--- config.mk ---
export PLATFORM = sky130hd
export DESIGN_NAME = bit_plane_word_packer_top
export DESIGN_NICKNAME = d
export VERILOG_FILES = /design/src/sv/bpwp_pkg.sv /design/src/sv/bpwp_group_buffer.sv /design/src/sv/bit_plane_word_packer_top.sv
export SDC_FILE = /design/constraint.sdc
export NUM_CORES = 1
export LEC_CHECK = 0
export BUFFER_PORTS_ARGS = -buffer_cell sky130_fd_sc_hd__buf_4
export CORE_MARGIN = 2
export CORE_UTILIZATION = 50
export DETAILED_ROUTE_END_ITERATION = 8
export PLACE_DENSITY = 0.69
export SLEW_MARGIN = 0
export SYNTH_ARGS = -nofsm -noshare
export SYNTH_HDL_FRONTEND = slang
export SYNTH_HIERARCHICAL = 1
export SYNTH_SLANG_ARGS = --single-unit
--- constraint.sdc ---
create_clock -name clk -period 9.9 [get_ports clk]
set_clock_uncertainty 0.1 [all_clocks]
set_input_delay 0.495 -clock clk [delete_from_list [all_inputs] [get_ports clk]]
set_output_delay 0.495 -clock clk [all_outputs]
set_load 0.02 [all_outputs]
--- src/sv/bpwp_pkg.sv ---
// Shared types, constants and helper functions for the bit-plane word packer.
// No dependencies; every other file of the block imports this package.
`default_nettype none

package bpwp_pkg;

  localparam int WORD_BITS   = 32;
  localparam int MAX_PLANES  = 8;
  localparam int MAX_DEPTH   = 4096;

  localparam int SAMPLE_W    = 8;
  localparam int BIT_POS_W   = $clog2(WORD_BITS);
  localparam int PLANE_IDX_W = 3;
  localparam int PLANE_CNT_W = 4;
  localparam int DEPTH_POS_W = $clog2(MAX_DEPTH);
  localparam int DEPTH_CFG_W = 13;
  localparam int ADDR_W      = 24;
  localparam int CFG_INDEX_W = 1;
  localparam int CFG_DATA_W  = 13;

  localparam logic [CFG_INDEX_W-1:0] REG_CHANNEL_DEPTH  = 1'b0;
  localparam logic [CFG_INDEX_W-1:0] REG_BITS_PER_VALUE = 1'b1;

  typedef logic [WORD_BITS-1:0] word_t;

  typedef struct packed {
    word_t [MAX_PLANES-1:0]   words;
    logic [PLANE_IDX_W-1:0]   last_plane;
    logic [ADDR_W-1:0]        base;
  } group_t;

  // Clamp the programmed depth into 1..MAX_DEPTH.
  function automatic logic [DEPTH_CFG_W-1:0] eff_depth(input logic [DEPTH_CFG_W-1:0] d);
    logic [DEPTH_CFG_W-1:0] r;
    r = d;
    if (d == '0) r = DEPTH_CFG_W'(1);
    else if (d > DEPTH_CFG_W'(MAX_DEPTH)) r = DEPTH_CFG_W'(MAX_DEPTH);
    return r;
  endfunction

  // Clamp the programmed plane count into 1..MAX_PLANES.
  function automatic logic [PLANE_CNT_W-1:0] eff_planes(input logic [PLANE_CNT_W-1:0] p);
    logic [PLANE_CNT_W-1:0] r;
    r = p;
    if (p == '0) r = PLANE_CNT_W'(1);
    else if (p > PLANE_CNT_W'(MAX_PLANES)) r = PLANE_CNT_W'(MAX_PLANES);
    return r;
  endfunction

endpackage

`default_nettype wire

--- src/sv/bpwp_group_buffer.sv ---
// Holding register for one finished plane group, drained one word per request.
// Depends on bpwp_pkg.
`default_nettype none

module bpwp_group_buffer (
  input  wire logic                          clk,
  input  wire logic                          rst,
  input  wire logic                          load,
  input  wire bpwp_pkg::group_t              load_group,
  output logic                               can_load,
  output logic                               out_valid,
  input  wire logic                          out_stall,
  output logic [bpwp_pkg::WORD_BITS-1:0]     packed_word,
  output logic [bpwp_pkg::PLANE_IDX_W-1:0]   plane_index,
  output logic [bpwp_pkg::ADDR_W-1:0]        word_address,
  output logic                               group_last
);
  import bpwp_pkg::*;

  logic                   busy;
  logic [PLANE_IDX_W-1:0] idx;
  logic [PLANE_IDX_W-1:0] last_plane;
  logic [ADDR_W-1:0]      addr;
  word_t [MAX_PLANES-1:0] words;

  logic take;
  logic last_take;

  assign take      = busy && !out_stall;
  assign last_take = take && (idx == last_plane);
  assign can_load  = !busy || last_take;

  always_ff @(posedge clk) begin
    if (rst) begin
      busy <= 1'b0;
      idx  <= '0;
    end else if (load) begin
      busy <= 1'b1;
      idx  <= '0;
    end else if (last_take) begin
      busy <= 1'b0;
    end else if (take) begin
      idx <= idx + PLANE_IDX_W'(1);
    end
  end

  always_ff @(posedge clk) begin
    if (load) begin
      words      <= load_group.words;
      last_plane <= load_group.last_plane;
      addr       <= load_group.base;
    end else if (take) begin
      addr <= addr + ADDR_W'(1);
    end
  end

  assign out_valid    = busy;
  assign packed_word  = words[idx];
  assign plane_index  = idx;
  assign word_address = addr;
  assign group_last   = (idx == last_plane);

`ifndef SYNTHESIS
  a_no_overwrite: assert property (@(posedge clk) disable iff (rst)
    load |-> (!busy || last_take))
    else $error("group loaded over an undrained group");

  a_idx_in_group: assert property (@(posedge clk) disable iff (rst)
    busy |-> (idx <= last_plane))
    else $error("drain index ran past the last plane");

  a_drain_ends: assert property (@(posedge clk) disable iff (rst)
    (last_take && !load) |=> !busy)
    else $error("buffer still busy after last word taken");

  a_addr_steps: assert property (@(posedge clk) disable iff (rst)
    (take && !last_take && !load) |=> (addr == $past(addr) + ADDR_W'(1)))
    else $error("word address did not advance by one");
`endif

endmodule

`default_nettype wire

--- src/sv/bit_plane_word_packer_top.sv ---
// Top level of the bit-plane word packer: config registers, plane accumulators
// and group control. Depends on bpwp_pkg and bpwp_group_buffer.
`default_nettype none

// Channel   | Direction | Handshake             | Payload
// ----------+-----------+-----------------------+--------------------------------------
// input     | in        | in_valid / in_stall   | sample_value[7:0]
// output    | out       | out_valid / out_stall | packed_word, plane_index, word_address,
//           |           |                       | group_last
// config    | in        | cfg_wr_en             | cfg_addr, cfg_wdata (no read-back)
//
// A sample request is folded into the plane accumulators at the edge that takes it;
// one sample per cycle is sustained while groups are long and the output is not held back.
// A closed group loads the holding buffer and drains one word per cycle while out_stall
// is low, from the next cycle on, one word per plane; that drain sets the rate for short groups.
// in_stall is high only while the next sample would close a group and the buffer holds
// a group whose last word is not leaving at this edge. rst restores depth 32, two planes.

module bit_plane_word_packer_top (
  input  wire logic                          clk,
  input  wire logic                          rst,
  // configuration
  input  wire logic                          cfg_wr_en,
  input  wire logic [bpwp_pkg::CFG_INDEX_W-1:0] cfg_addr,
  input  wire logic [bpwp_pkg::CFG_DATA_W-1:0]  cfg_wdata,
  // samples
  input  wire logic                          in_valid,
  output logic                               in_stall,
  input  wire logic [bpwp_pkg::SAMPLE_W-1:0] sample_value,
  // plane words
  output logic                               out_valid,
  input  wire logic                          out_stall,
  output logic [bpwp_pkg::WORD_BITS-1:0]     packed_word,
  output logic [bpwp_pkg::PLANE_IDX_W-1:0]   plane_index,
  output logic [bpwp_pkg::ADDR_W-1:0]        word_address,
  output logic                               group_last
);
  import bpwp_pkg::*;

  // Configuration registers.
  logic [DEPTH_CFG_W-1:0] channel_depth;
  logic [PLANE_CNT_W-1:0] bits_per_value;

  // Packing state.
  word_t [MAX_PLANES-1:0] plane_accumulators;
  word_t [MAX_PLANES-1:0] acc_next;
  logic [BIT_POS_W-1:0]   bit_position;
  logic [DEPTH_POS_W-1:0] depth_position;
  logic [ADDR_W-1:0]      word_counter;

  logic [PLANE_CNT_W-1:0] planes;
  logic [DEPTH_CFG_W-1:0] depth;
  logic                   word_full;
  logic                   pixel_end;
  logic                   group_end;
  logic                   accept;
  logic                   can_load;
  group_t                 group;

  // Write config; only two registers exist, so every index lands on one.
  always_ff @(posedge clk) begin
    if (rst) begin
      channel_depth  <= DEPTH_CFG_W'(32);
      bits_per_value <= PLANE_CNT_W'(2);
    end else if (cfg_wr_en) begin
      unique case (cfg_addr)
        REG_CHANNEL_DEPTH:  channel_depth  <= cfg_wdata[DEPTH_CFG_W-1:0];
        REG_BITS_PER_VALUE: bits_per_value <= cfg_wdata[PLANE_CNT_W-1:0];
        default: ;
      endcase
    end
  end

  assign planes = eff_planes(bits_per_value);
  assign depth  = eff_depth(channel_depth);

  // Whether the next sample closes a group depends on state alone, so stall
  // never looks at the sample itself.
  assign word_full = (bit_position == BIT_POS_W'(WORD_BITS - 1));
  assign pixel_end = ((DEPTH_CFG_W'(depth_position) + DEPTH_CFG_W'(1)) >= depth);
  assign group_end = word_full || pixel_end;

  // Hold samples only when a closing sample would find the buffer occupied.
  assign in_stall = group_end && !can_load;
  assign accept   = in_valid && !in_stall;

  // Drop bit b of the sample into plane b at the current bit position.
  always_comb begin
    acc_next = plane_accumulators;
    for (int b = 0; b < MAX_PLANES; b++) begin
      if ((PLANE_CNT_W'(b) < planes) && sample_value[b]) begin
        acc_next[b][bit_position] = 1'b1;
      end
    end
  end

  assign group.words      = acc_next;
  assign group.last_plane = PLANE_IDX_W'(planes - PLANE_CNT_W'(1));
  assign group.base       = word_counter;

  always_ff @(posedge clk) begin
    if (rst) begin
      plane_accumulators <= '0;
      bit_position       <= '0;
      depth_position     <= '0;
      word_counter       <= '0;
    end else if (accept) begin
      if (group_end) begin
        // Clear every plane, emitted or not, and advance the address by the group.
        plane_accumulators <= '0;
        bit_position       <= '0;
        word_counter       <= word_counter + ADDR_W'(planes);
        if (pixel_end) depth_position <= '0;
        else depth_position <= depth_position + DEPTH_POS_W'(1);
      end else begin
        plane_accumulators <= acc_next;
        bit_position       <= bit_position + BIT_POS_W'(1);
        depth_position     <= depth_position + DEPTH_POS_W'(1);
      end
    end
  end

  bpwp_group_buffer u_group_buffer (
    .clk          (clk),
    .rst          (rst),
    .load         (accept && group_end),
    .load_group   (group),
    .can_load     (can_load),
    .out_valid    (out_valid),
    .out_stall    (out_stall),
    .packed_word  (packed_word),
    .plane_index  (plane_index),
    .word_address (word_address),
    .group_last   (group_last)
  );

`ifndef SYNTHESIS
  a_group_clears: assert property (@(posedge clk) disable iff (rst)
    (accept && group_end) |=> (bit_position == '0 && plane_accumulators == '0))
    else $error("accumulators not cleared after group");

  a_group_emits: assert property (@(posedge clk) disable iff (rst)
    (accept && group_end) |=> out_valid)
    else $error("closed group did not reach the output");

  a_depth_bound: assert property (@(posedge clk) disable iff (rst)
    DEPTH_CFG_W'(depth_position) < DEPTH_CFG_W'(MAX_DEPTH))
    else $error("depth position beyond maximum depth");
`endif

endmodule

`default_nettype wire

==> out/metrics.yaml, run 1 <==
grt_first_pass_wirelength_microns: 90300
final_cell_mix: "nor2_1, dfxtp_1, edfxtp_1"
startpoint: "depth_position[0]$_SDFFE_PP0P_"
crit_type: "reg2reg"
vias_per_cell: 5.98
cp.required_ns: 10.03
critPathCaptureType: "register"
yosysUniqueCellTypes: 64
drive_above_1_share_pct: 16.2
met1_usage_pct: 29.2
grt_antenna_before_repair: 1
num_vias: 17200
yosysTopAreaCell: "edfxtp_1"
finalHoldViolations: 0
place_congestion: 0.843
grtUsageMet2_pct: 34.9
rr_worst_depth: 14
switchingPower_mw: 1.24
ir_drop_mv: 0.123
syn_to_final_growth_pct: 12.1
timing.rr.start: "depth_position[0]$_SDFFE_PP0P_"
tightest_slew_ns: 1.22
grt_usage_pct: 21.5
yosysSeqAreaShare_pct: 59.2
ant_nets: 0
fp.dieH_microns: 228
cts_tree: "done"
rsz0062_at_grt: "no"
drt-initial-drc-count: 1733
drc_errors: 0
coreArea_sq_um: 49900
io_pins: 89
clkPwrFrac_pct: 43.0
synth_edf_count: 283
max_freq_mhz: 182
num-fill-cells: 4127
hold_path_depth: 3
power_density_nw_per_um2: 192
hold_path_class: "in2reg"
wl_microns: 56900
die_w_microns: 228
cts.htree.levels: 2
rows: 82
synth_ff_type: "dfxtp_1"
clkSinkCount: 601
status: "completed"
p_sw_share_pct: 22.9
netlist_area_sq_um: 25100
multi_input_comb_area_sq_um: 9430
syn_nets: 2226
cp-start-kind: "register"
numCtsBuffers: 60
start_util_pct: 50.4
slew_violations: 0
grt_start_max_net_pins: 235
ys_async_sr_fraction_pct: 0
io_buffers: 88
synth_seq_cells: 601
period_needed_ns: 5.51
worstHoldStart: "cfg_wdata[9]"
layout.nets: 2206
dieArea_sq_um: 52000
synth_top_area_share_pct: 33.8
grt_pass1_vias: 16600
met3_usage_pct: 4.03
slew_headroom_pct: 18.3
intPower_mw: 4.17
p_leak_nw: 11.6
fin_area_sq_um: 28100
drv_cap: 0
seq_power_share_pct: 50.1
yosys-top-cells-area: "edfxtp_1, dfxtp_1, a21o_1, a31oi_1, mux4_2"
wire_per_inst_microns: 19.8
final_common_cell: "nor2_1"
cp_max_fo: 135
cts.path.max_buffers: 3
dpl.hpwl_microns: 30100
synthCells: 2171
setup_violations: 0
ff_latch_area_sq_um: 14900
fin_tns_setup_ns: 0
crit_arrival_ns: 5.64
top_usage_layer: "met2"
cts-root-buf: "clkbuf_16"
synth.avg_cell_area_sq_um: 11.6
fin_crit_sh_pct: 55.6
yosysWarningCount: 6
clock_latency_ns: 0.62
path_clk_slew_ns: 0.07
antenna_cells: 0
place_area_sq_um: 26000
p_comb_share_pct: 6.9
overflow: 0
first_pass_iters: 5
-- metrics by stage --
step | utilization [%] | std cells | power, mW | setup WS, ns | hold slack, ns
CTS | 56.4 | 2874 | 5.45 | 4.33 | 0.000125
global placement | 52.2 | 2757 | 3.12 | 4.57 | 0.346
finish | 56.4 | 2874 | 5.41 | 4.39 | 0.0347
global route | 56.4 | 2874 | 5.58 | 3.91 | 0.00852
floorplan | - | 2171 | 3.02 | 0.262 | 0.336
detailed placement | 52.2 | 2757 | 3.13 | 4.37 | 0.355
-- power by group through the flow --
stage,Clock (mW),Combinational [mW],Sequential [mW]
final,2.33,0.372,2.71
after detailed placement,0,0.370,2.76
after global routing,2.47,0.401,2.71
after global placement,0,0.365,2.76
after floorplan,0,0.253,2.77
after CTS,2.37,0.373,2.71
-- per-layer routing --
layer,vias to the layer above,part of all wire (%),wire length [microns]
met4,2,2.5,1440
met3,104,6.2,3500
met1,8526,43,24700
li1,8070,-,-
met5,-,0.023,13
met2,478,48,27300
-- sequential cells by signal, summed over array words and instances, names as in the netlist, 4 cells and up --
name                         flops
bit_position                     5
bits_per_value                   4
channel_depth                   13
depth_position                  12
plane_accumulators             256
u_group_buffer/word_address     24
u_group_buffer/words           256
word_counter                    24
-- cells by family (layout without fill, tap and decap cells) --
logic type,after synthesis,in the layout,share of synthesized area [%]
buf+inv,211,242,3.48
flops,601,601,59.2
mux,103,103,7.46
fa+ha+maj,28,28,1.42
compound gates,651,651,17.7
simple gates,542,542,9.53
xor+xnor,35,35,1.22
-- repair_timing --
action                                  in CTS  in global routing
endpoints found under the hold margin        4                  0
hold buffers                                 4                  0
buffers inserted                             0                  0
endpoints found under the setup margin       0                  0
resized for setup                            0                  0
-- layout make-up --
cell class,instances,share of cell area (%)
Inverter,19,0.280
Timing Repair Buffer,110,3.06
Tap cell,672,2.99
Clock inverter,23,0.898
Multi-Input combinational cell,1359,33.5
Sequential cell,601,52.8
Clock buffer,90,6.43
-- cells in the mapped netlist, types with 27 or more instances --
| cell type | n |
|---|---|
| a21o_1 | 228 |
| a21oi_1 | 76 |
| a31o_2 | 34 |
| a31oi_1 | 232 |
| buf_2 | 57 |
| clkbuf_1 | 115 |
| dfxtp_1 | 318 |
| edfxtp_1 | 283 |
| ha_1 | 27 |
| mux2_2 | 34 |
| mux4_2 | 64 |
| nand2_1 | 86 |
| nand3_1 | 28 |
| nor2_1 | 318 |
| o21ai_0 | 37 |
-- critical path, cell delays in order, from the launching register on --
cell and delay (ns):
dfxtp_1 0.41, ha_1 0.25, and3_1 0.21, nand3_1 0.18, nor2_1 0.27, xor2_1 0.12
ha_1 0.32, nand4_1 0.18, nor4_1 0.34, a211o_1 0.48, o311ai_2 0.12, buf_4 0.25
inv_8 0.55, inv_1 0.41, nand2_1 0.86
-- path summary, 6_finish.rpt --
path | endpoint | slack, ns
worst max-delay path | u_group_buffer/word_address[1]$_DFFE_PP_ | 4.39
worst min-delay path | channel_depth[9]$_SDFFE_PP0P_ | 0.03
worst max register to register | u_group_buffer/word_address[1]$_DFFE_PP_ | 4.39
worst min register to register | plane_accumulators[200]$_SDFFE_PP0P_ | 0.37
Power figures use the tool's default switching activity.
==> inputs of run 2 (changes only) <==
ABC_AREA = 1   (was unset)
PLACE_DENSITY = 0.66   (was 0.69)
clock period = 5.2 ns   (was 9.9 ns; I/O delays follow)
==> out/metrics.yaml, run 2 <==
grt_first_pass_wirelength_microns: 113000  # +25%
top_usage_layer: "met2"
critPathCaptureType: "primary output"
power_density_nw_per_um2: 367  # +91%
clkPwrFrac_pct: 37.4  # -5.6 points
syn_nets: 3498  # +57%
dpl.hpwl_microns: 38200  # +27%
ir_drop_mv: 0.263  # +110%
final_cell_mix: "nor2_1, o21ai_0, nand2_1"
layout.nets: 3452  # +56%
p_leak_nw: 10.8  # -6.5%
die_w_microns: 240  # +5.3%
yosysWarningCount: 6  # unchanged
finalHoldViolations: 0  # unchanged
cts.htree.levels: 2  # unchanged
hold_path_class: "in2reg"
clkSinkCount: 601  # unchanged
ys_async_sr_fraction_pct: 0  # unchanged
num_vias: 23000  # +34%
wl_microns: 70400  # +24%
wire_per_inst_microns: 16.8  # -15%
synth_edf_count: 283  # unchanged
met1_usage_pct: 32.7  # +3.5 points
first_pass_iters: 6  # +1
period_needed_ns: 4.20
slew_headroom_pct: 22.8  # +4.5 points
yosysTopAreaCell: "edfxtp_1"
cp_max_fo: 95  # -30%
setup_violations: 0  # unchanged
rsz0062_at_grt: "no"
rows: 86  # +4.9%
place_congestion: 0.833  # -1.2%
tightest_slew_ns: 1.16  # -0.0645 ns
seq_power_share_pct: 48.6  # -1.5 points
max_freq_mhz: 238
top_regs: "plane_accumulators x256, u_group_buffer/words x256"
netlist_area_sq_um: 27900  # +11%
slew_violations: 0  # unchanged
synth.avg_cell_area_sq_um: 8.10  # -30%
start_util_pct: 50.6  # +0.26 points
switchingPower_mw: 3.18  # +160%
final_common_cell: "nor2_1"
vias_per_cell: 5.47  # -8.4%
cts.path.max_buffers: 3  # unchanged
synth_ff_type: "dfxtp_1"
clock_latency_ns: 0.62  # about the same
yosysUniqueCellTypes: 38  # -41%
p_comb_share_pct: 14.0  # +7.1 points
grtUsageMet2_pct: 41.0  # +6.1 points
overflow: 0  # unchanged
num-fill-cells: 5080  # +23%
status: "completed"
grt_pass1_vias: 21500  # +29%
met3_usage_pct: 3.50  # -0.52 points
syn_to_final_growth_pct: 10.4
grt_start_max_net_pins: 140  # -40%
cts_tree: "done"
drc_errors: 0  # unchanged
cts-root-buf: "clkbuf_16"
drive_above_1_share_pct: 7.54  # -8.6 points
synth.most_common_cell: "nor2_1"
path_clk_slew_ns: 0.06  # about the same
grt_antenna_before_repair: 0  # -1
synth_top_area_share_pct: 30.5  # -3.4 points
dieArea_sq_um: 57700  # +11%
fin_tns_setup_ns: 0  # unchanged
io_pins: 89  # unchanged
drt-initial-drc-count: 2205  # +27%
fin_hold_ws_ns: 0.112  # +0.0776 ns
fin_crit_sh_pct: 80.9
cp-start-kind: "register"
antenna_cells: 0  # unchanged
crit_type: "reg2out"
synth_common_cells: "nor2_1, nand2_1, o21ai_0"
cp.required_ns: 4.84  # -5.19 ns
io_buffers: 88  # unchanged
fp.dieH_microns: 240  # +5.3%
intPower_mw: 8.11  # +95%
numCtsBuffers: 61  # +1.7%
drv_cap: 0  # unchanged
p_sw_share_pct: 28.2  # +5.3 points
synth_seq_cells: 601  # unchanged
coreArea_sq_um: 55100  # +10%
ant_nets: 0  # unchanged
yosysSeqAreaShare_pct: 53.3  # -5.9 points
grt_usage_pct: 24.4  # +2.9 points
synthCells: 3443  # +59%
yosys-top-cells-area: "edfxtp_1, dfxtp_1, o21ai_0, nor2_1, nand2_1"
crit_arrival_ns: 3.84  # -1.80 ns
run 2: cell count changes in the layout (fill, tap and decap cells not counted), sizes merged, moves of 228 or more:
cell   before  now
nor2      318  578
a31oi     232    2
a21o      228    0
o21ai      38  481
inv        20  350
nand3      28  316
nand2      86  451
run 2: worst paths after layout:
path / startpoint / to / slack (ns) / cells after the start
max: channel_depth[4]$_SDFFE_PP0P_ / in_stall / 1.0 / 15
min: sample_value[4] / u_group_buffer/words[143]$_DFFE_PP_ / 0.11 / 3
max reg2reg: channel_depth[4]$_SDFFE_PP0P_ / plane_accumulators[20]$_SDFFE_PP0P_ / 1.0 / 17
min reg2reg: plane_accumulators[62]$_SDFFE_PP0P_ / plane_accumulators[62]$_SDFFE_PP0P_ / 0.35 / 2
run 2: power groups by stage:
| stage | clock [mW] | sequential (mW) | combinational [mW] |
|---|---|---|---|
| detailed placement | 0 | 5.59 | 1.56 |
| finish | 4.22 | 5.49 | 1.58 |
| global route | 4.46 | 5.52 | 1.74 |
| CTS | 4.30 | 5.49 | 1.58 |
| floorplan | 0 | 5.63 | 1.07 |
| global placement | 0 | 5.58 | 1.54 |
run 2: timing repair:
action,4_1_cts,5_1_grt
buffers inserted,0,0
gates resized for setup,0,0
hold buffers,21,0
hold endpoints to repair,53,0
run 2: cells by family after synthesis:
kind of cell             count (synthesis)  share of synthesized area [%]
flip-flops                             601                           53.3
XOR/XNOR                                21                          0.659
AO/OA/AOI/OAI                          793                           14.4
buffers and inverters                  597                           9.36
AND/OR/NAND/NOR                       1403                           21.0
adder cells (fa/ha/maj)                 28                           1.28
run 2: worst max-delay path: stages (launching register included):
cell and delay, ns:
dfxtp_1 0.32, nor4_1 0.26, and2_1 0.19, a21oi_2 0.06
inv_1 0.28, nand2_1 0.15, ha_4 0.30, nand2_1 0.06
nor2_1 0.14, nand2_1 0.09, o21bai_1 0.17, nand3_2 0.10
buf_4 0.31, nand2_8 0.44, inv_1 0.16, buf_4 0.15
run 2: metrics by stage:
step	power (mW)	setup slack [ns]	area, sq um	util, %	cells
final	11.3	0.996	30800	55.9	4198
after global routing	11.7	0.601	30800	55.9	4198
after CTS	11.4	0.946	30800	55.9	4198
after global placement	7.12	1.10	28700	52.0	4061
after detailed placement	7.16	1.03	28700	52.0	4061
after floorplan	6.70	-1.33	28000	-	3443
run 2: cell type report:
cell class | count | area [sq um] | share of cell area (%)
flip-flops and latches | 601 | 14900 | 48.3
multi-input cells | 2245 | 10600 | 34.4
clock buffers | 76 | 1700 | 5.51
inverters | 349 | 1320 | 4.27
repair buffers | 139 | 1140 | 3.70
well taps | 748 | 936 | 3.04
clock inverters | 40 | 226 | 0.735
run 2: routing by layer:
| metal | share of wire [%] | vias to the layer above |
|---|---|---|
| li1 | - | 11300 |
| met1 | 43 | 10900 |
| met2 | 48 | 681 |
| met3 | 6.7 | 103 |
| met4 | 2.4 | 0 |
| met5 | 0 | - |
